==> config.mk <==
export PLATFORM = sky130hd
export DESIGN_NAME = isort_dp
export DESIGN_NICKNAME = d
export VERILOG_FILES = /design/src/rtl/core/isort_pkg.sv /design/src/rtl/core/isort_dp.sv
export SDC_FILE = /design/constraint.sdc
export NUM_CORES = 2
export LEC_CHECK = 0
export BUFFER_PORTS_ARGS = -buffer_cell sky130_fd_sc_hd__buf_2
export CAP_MARGIN = 40
export CORE_MARGIN = 5
export CORE_UTILIZATION = 40
export CTS_CLUSTER_DIAMETER = 30
export DETAILED_ROUTE_END_ITERATION = 7
export PLACE_DENSITY = 0.55
export REMOVE_ABC_BUFFERS = 1
export SLEW_MARGIN = 20
export SYNTH_ARGS = -nofsm -noshare
export SYNTH_HDL_FRONTEND = slang
export SYNTH_SLANG_ARGS = --single-unit
==> constraint.sdc <==
create_clock -name i_clk -period 6.8 [get_ports i_clk]
set_input_delay 1.36 -clock i_clk [delete_from_list [all_inputs] [get_ports i_clk]]
set_output_delay 1.36 -clock i_clk [all_outputs]
set_load 0.005 [all_outputs]
==> src/rtl/core/isort_pkg.sv <==
// Shared constants and control types for the insertion sorter.
`default_nettype none

package isort_pkg;

    // Number of values one set can hold.
    localparam int CAPACITY = 32;

    // Width of the fill count, which must hold CAPACITY itself.
    localparam int CNT_W = $clog2(CAPACITY + 1);

    // Width of a stored value.
    localparam int VAL_W = 32;

    // Controller states.
    typedef enum logic [0:0] {
        ST_FILL,
        ST_DRAIN
    } t_state;

    // Commands from the controller to the datapath.
    typedef struct packed {
        logic insert;
        logic shift_out;
    } t_dp_cmd;

    // Status from the datapath to the controller.
    typedef struct packed {
        logic last_entry;
    } t_dp_stat;

endpackage

`default_nettype wire

==> src/rtl/core/isort_dp.sv <==
// Datapath: a row of sorted cells with parallel insertion and shift-out.
`default_nettype none

module isort_dp
    import isort_pkg::*;
(
    input  wire logic                    i_clk,
    input  wire logic                    i_rst_n,
    input  wire t_dp_cmd                 i_cmd,
    input  wire logic signed [VAL_W-1:0] i_value,
    output t_dp_stat                     o_stat,
    output logic signed [VAL_W-1:0]      o_head,
    output logic                         o_overflow
);

    logic signed [VAL_W-1:0] r_cell [CAPACITY];
    logic signed [VAL_W-1:0] n_cell [CAPACITY];
    logic [CNT_W-1:0]        r_count;
    logic [CNT_W-1:0]        n_count;
    logic                    r_overflow;
    logic                    n_overflow;
    logic [CAPACITY-1:0]     w_greater;
    logic                    w_full;

    assign w_full = (r_count == CNT_W'(CAPACITY));

    // Each valid cell compares itself against the new value.
    always_comb begin
        for (int i = 0; i < CAPACITY; i++) begin
            w_greater[i] = (CNT_W'(i) < r_count) && (r_cell[i] > i_value);
        end
    end

    // Next cell contents: insert opens a gap, shift-out moves every cell down.
    always_comb begin
        n_count    = r_count;
        n_overflow = r_overflow;
        for (int i = 0; i < CAPACITY; i++) begin
            n_cell[i] = r_cell[i];
        end
        if (i_cmd.insert) begin
            if (w_full) begin
                n_overflow = 1'b1;
            end else begin
                n_count = r_count + 1'b1;
                for (int i = 0; i < CAPACITY; i++) begin
                    // Cells above the new value and the first free cell take part.
                    if (w_greater[i] || (CNT_W'(i) == r_count)) begin
                        if ((i > 0) && w_greater[(i > 0) ? i - 1 : 0]) begin
                            n_cell[i] = r_cell[(i > 0) ? i - 1 : 0];
                        end else begin
                            n_cell[i] = i_value;
                        end
                    end
                end
            end
        end else if (i_cmd.shift_out) begin
            n_count = r_count - 1'b1;
            for (int i = 0; i < CAPACITY - 1; i++) begin
                n_cell[i] = r_cell[i + 1];
            end
            // The set is finished once its final entry leaves.
            if (o_stat.last_entry) begin
                n_overflow = 1'b0;
            end
        end
    end

    // Cell row holds payload only; count and overflow flag are control state.
    always_ff @(posedge i_clk) begin
        for (int i = 0; i < CAPACITY; i++) begin
            r_cell[i] <= n_cell[i];
        end
    end

    always_ff @(posedge i_clk) begin
        if (!i_rst_n) begin
            r_count    <= '0;
            r_overflow <= 1'b0;
        end else begin
            r_count    <= n_count;
            r_overflow <= n_overflow;
        end
    end

    assign o_stat.last_entry = (r_count == CNT_W'(1));
    assign o_head            = r_cell[0];
    assign o_overflow        = r_overflow;

endmodule

`default_nettype wire

# Word-level counts from Yosys, hierarchy flattened
# Memories as Yosys holds them, arrays and structs flattened.
# Cells that the tools add are included.
[totals]
inputBits = 36
word_cells = 247
mem_count = 1
out_inout_bits = 34
ramBits = 1024
regBits = 7
[memory_table]
columns = ["name", "words", "word_bits", "read_ports", "rd_ports_with_merged_regs", "write_ports", "line_no", "text"]
rows = [
  ["r_cell", 32, 32, 32, 0, 32, "isort_dp.sv:16", "logic signed [VAL_W-1:0] r_cell [CAPACITY];"],
]
[op_classes]
eq_ne = 35
n_lt_le_gt_ge = 64
addsub = 2
reduce_logical = 69
n_mux = 74
[op_table]
columns = ["op", "n"]
rows = [
  ["32-bit two-way mux", 64],
  ["992-bit two-way mux", 2],
  ["32-bit > comparator", 32],
  ["1024-bit two-way mux", 1],
  ["5-bit by 6-bit equality test with 1-bit output, first input constant", 16],
  ["5-bit by 6-bit less-than comparator with 1-bit output, first input constant", 16],
  ["4-bit by 6-bit equality test with 1-bit output, first input constant", 8],
  ["4-bit by 6-bit less-than comparator with 1-bit output, first input constant", 8],
  ["1-bit logical AND", 32],
  ["1-bit logical OR", 32],
  ["3-bit by 6-bit equality test with 1-bit output, first input constant", 4],
  ["3-bit by 6-bit less-than comparator with 1-bit output, first input constant", 4],
  ["6-bit two-way mux", 3],
  ["2-bit by 6-bit equality test with 1-bit output, first input constant", 2],
  ["1-bit by 6-bit less-than comparator with 1-bit output, first input constant", 2],
  ["2-bit by 6-bit less-than comparator with 1-bit output, first input constant", 2],
  ["6-bit by 1-bit adder with 6-bit output, second input constant", 1],
  ["1-bit by 6-bit equality test with 1-bit output, first input constant", 1],
  ["6-bit by 1-bit equality test with 1-bit output, second input constant", 1],
  ["6-bit equality test, second input constant", 1],
  ["6-bit zero test", 1],
  ["6-bit by 1-bit subtractor with 6-bit output, second input constant", 1],
  ["1-bit two-way mux", 4],
  ["2-bit nonzero test", 2],
  ["4 further kinds", 4],
]

# Logic depth before layout (Yosys ltp)
[logic_depth]
ltp_word = 6
mapped_depth = 14
ltp_nobuf = 10

# Least setup slack after synthesis
# Ideal clock, no wire load.
[synth_timing]
path_type = "input-to-reg"
startpoint = "in i_value[17]"
endpoint = "mem r_cell[7][0] (netlist: r_cell[0][224]) (enable)"
path_stages = 11
t_arrival_ps = 5770
setup_ps = 441
slack_ps = 589
n_path_buf = 2
required_ps = 6359
path_cell_list = "inv_1 ha_1 a21o_1 a221o_1 a221oi_1 o21ai_1 or3_1 a21o_1 buf_2 buf_2 a31oi_1"
[synth_lines]
columns = ["element", "line_no", "text"]
rows = [
  ["start, declared", "isort_dp.sv:10", "input wire logic signed [VAL_W-1:0] i_value,"],
  ["end, declared", "isort_dp.sv:16", ""],
]

==> results.py <==
metrics = {
    "run_status": {
        "status": "finished clean",
    },
    "floorplanning": {
        "num_rows": 162,
        "ioPinCount": 70,
        "coreArea_um2": 194200,
        "initial_core_util": 0.4008,
        "dieArea_um2": 203500,
        "die_w_um": 451.1,
        "die_h_um": 451.1,
    },
    "synth": {
        "synth.distinct_cells": 82,
        "netlist.area_leader.share": 0.3951,
        "synthCells": 8173,
        "syn_area_per_cell_um2": 9.523,
        "synth_seq_cells": 1031,
        "syn-cell-area_um2": 77830,
        "synth_largest_area_cell": "edfxtp_1",
        "synth_edf_count": 1024,
        "seq_area_frac_synth": 0.3969,
        "ys_async_sr_fraction": 0,
        "ys_warn_count": 0,
        "synth.area.top_cells": "edfxtp_1 (40%), ha_1 (17%), o221ai_1 (9.4%)",
        "synth_flop_cell": "edfxtp_1",
    },
    "pwr": {
        "combPwrFrac": 0.211,
        "total_power_mw": 31.01,
        "peakVddDrop_uv": 287.4,
        "intPower_mw": 21.22,
        "switching_power_mw": 9.797,
        "p_leak_nw": 39.62,
        "p_seq_frac": 0.307,
        "switching_share": 0.3159,
        "power.share.clock": 0.483,
        "p_per_area_nw_per_um2": 332.8,
    },
    "timing": {
        "worstMarginPinSlew_ns": 1.238,
        "fin_setup_tns_ns": 0,
        "setup_viol": 0,
        "grt_setup_unrepaired": "no",
        "drv_slew": 0,
        "timing.fmax_mhz": 196.4,
        "period_needed_ns": 5.092,
        "skew_ns": 0.04001,
        "slew_headroom": 0.1747,
        "fin_crit_sh": 0.7488,
        "whs_ns": 0.5883,
        "worst_slack_ns": 1.708,
        "hold_viol_final": 0,
    },
    "clocking": {
        "postCtsSetupBuffers": 0,
        "path_clk_slew_ns": 0.04,
        "tritoncts": "built",
        "cts_resized": 0,
        "clk_latency_ns": 0.94,
        "cts_root_buf": "clkbuf_16",
        "cts_made_buffers": 339,
        "clock_sinks": 1031,
        "htreeDepth": 5,
        "clockBufferDepth": 4,
        "ctsHoldBuffers": 0,
    },
    "global_route": {
        "grt_usage": 0.2922,
        "gr-total-overflow": 0,
        "grt_max_degree": 218,
        "grt_first_pass_wirelength_um": 449900,
        "grt_pass1_vias": 67468,
        "antenna_found_initial": 6,
    },
    "place": {
        "place_area_um2": 82240,
        "dp_hpwl_um": 224200,
        "io_buffers": 69,
        "dp.cells": 10472,
        "post-place-ws_ns": 0.8988,
        "place_congestion": 0.9349,
    },
    "layout": {
        "utilization": 0.4799,
        "drive_above_1_share": 0.1189,
        "syn2layout_area_growth_pct": 19.73,
        "post-route-cell-area_um2": 93190,
        "stdcell_count": 11081,
        "layout.nets": 9339,
    },
    "worst_setup_path": {
        "setup.worst_path.end": "r_cell[0][387]",
        "cpMostUsedCell": "buf_4",
        "crit_buf_inv": 5,
        "worstSetupStartpoint": "i_value[13]",
        "cp-end-kind": "flop",
        "cp_max_fo": 33,
        "worst_r2r_endpoint": "r_cell[1][250]",
        "crit_path_top_delay_cell": "nor4_1",
        "cp.arrival_ns": 5.62,
        "reg2regPathDepth": 9,
        "rrSetupSlack_ns": 2.24,
        "crit_cells": 13,
        "required_ns": 7.33,
        "crit_type": "in -> reg",
        "r2r-start": "r_count[1]",
        "slowest_delay_ns": 0.83,
        "startpoint_type": "input pin",
        "cp_top_family": "buffers and inverters",
        "cp_cell_sequence": "buf_2 -> inv_2 -> buf_4 -> ha_1 -> nand4_1 -> nor4_1 -> o21ai_0 -> a31oi_1 -> o31a_1 -> o21ai_4 -> buf_4 -> a31oi_4 -> buf_4",
    },
    "routing": {
        "vias": 70679,
        "wl_per_cell_um": 28.02,
        "drc": 0,
        "final_antenna_net_count": 0,
        "drt_iter0_markers": 8559,
        "viasPerCell": 6.378,
        "first_pass_iters": 7,
        "totalWireLength_um": 310500,
    },
    "flow_run": {
        "drv_cap": 0,
    },
    "worst_hold_path": {
        "hold_path.class": "reg -> reg",
    },
}
[cells by family after synthesis]
group	after synthesis	synth area share
AND/OR/NAND/NOR	2357	0.1468
AO/OA/AOI/OAI	1991	0.1907
buffers and inverters	1650	0.08543
flip-flops	1031	0.3969
adder cells (fa/ha/maj)	1028	0.1653
multiplexers	112	0.01450
XOR/XNOR	4	0.0004502
[power by group through the flow]
stage / clock network, mW / logic (mW) / registers, mW
after global routing: 15.5 / 7.18 / 9.56
after detailed placement: 0 / 6.41 / 9.54
after floorplan: 0 / 4.02 / 9.03
final: 15.0 / 6.53 / 9.51
after CTS: 15.1 / 6.45 / 9.44
after global placement: 0 / 6.14 / 9.54
[sequential cells by signal (all words and copies together), names as in the netlist]
name        count
o_overflow      1
r_cell       1024
r_count         6
[worst min path at each step]
stage                     cells after the start  slack, ns             end      startpoint
after floorplan                               2       0.47      o_overflow      o_overflow
after global placement                        1       0.57  r_cell[1][480]  r_cell[1][448]
after detailed placement                      1       0.57  r_cell[1][480]  r_cell[1][448]
after CTS                                     2       0.58  r_cell[0][480]  r_cell[0][448]
after global routing                          1       0.60  r_cell[1][480]  r_cell[1][448]
final                                         1       0.59  r_cell[1][480]  r_cell[1][448]
[area by class of cell]
type | instances | area, um2
fillers | 17829 | 101000
multi-input cells | 5492 | 41120
flip-flops and latches | 1031 | 30890
clock buffers | 405 | 8920
inverters | 1041 | 3908
repair buffers | 370 | 3257
well taps | 2542 | 3181
clock inverters | 195 | 1906
diodes | 5 | 12.51
[metal layers]
| layer | vias to the layer above | wire (um) | share of wire | GRT usage |
|---|---|---|---|---|
| met2 | 3769 | 134900 | 0.43 | 0.4418 |
| met5 | - | 9 | 0.000029 | 0 |
| met3 | 725 | 28860 | 0.093 | 0.05906 |
| met4 | 2 | 17100 | 0.055 | 0.1484 |
| met1 | 34521 | 129700 | 0.42 | 0.3968 |
| li1 | 31662 | - | - | - |
[cells in the mapped netlist (42+ instances only)]
cell / n
o221ai_1: 835
o31ai_1: 42
clkbuf_1: 342
o22ai_1: 65
buf_1: 44
mux2i_1: 106
nor2_1: 129
nand4_1: 354
inv_1: 1041
nor2b_1: 43
nor4_1: 49
edfxtp_1: 1024
o21ai_0: 157
ha_1: 1028
a21o_1: 130
a21oi_1: 445
buf_2: 166
buf_4: 48
nand3_1: 773
nand2_1: 855
[placed cells by master, fill, tap and decap left out, types with 22 or more instances in the layout]
cell type,synthesis,final
a21o_1,130,129
a21oi_1,445,444
a221oi_1,33,33
a31oi_4,1,28
and4_1,24,24
buf_12,0,26
buf_2,166,69
buf_4,48,244
bufinv_16,0,37
clkbuf_1,342,55
clkbuf_16,0,346
clkinv_1,0,68
clkinv_2,0,74
edfxtp_1,1024,1024
ha_1,1028,1028
inv_1,1041,1013
inv_2,0,27
mux2i_1,106,97
nand2_1,855,853
nand2b_1,41,41
nand3_1,773,773
nand4_1,354,354
nor2_1,129,94
nor2_2,0,31
nor2b_1,43,42
nor3_1,22,22
nor4_1,49,46
o211ai_1,41,41
o21ai_0,157,157
o221ai_1,835,834
o22ai_1,65,65
o311ai_1,27,27
o31ai_1,42,41
o32ai_2,29,29
Note: power is estimated with default switching activity, not from simulation.
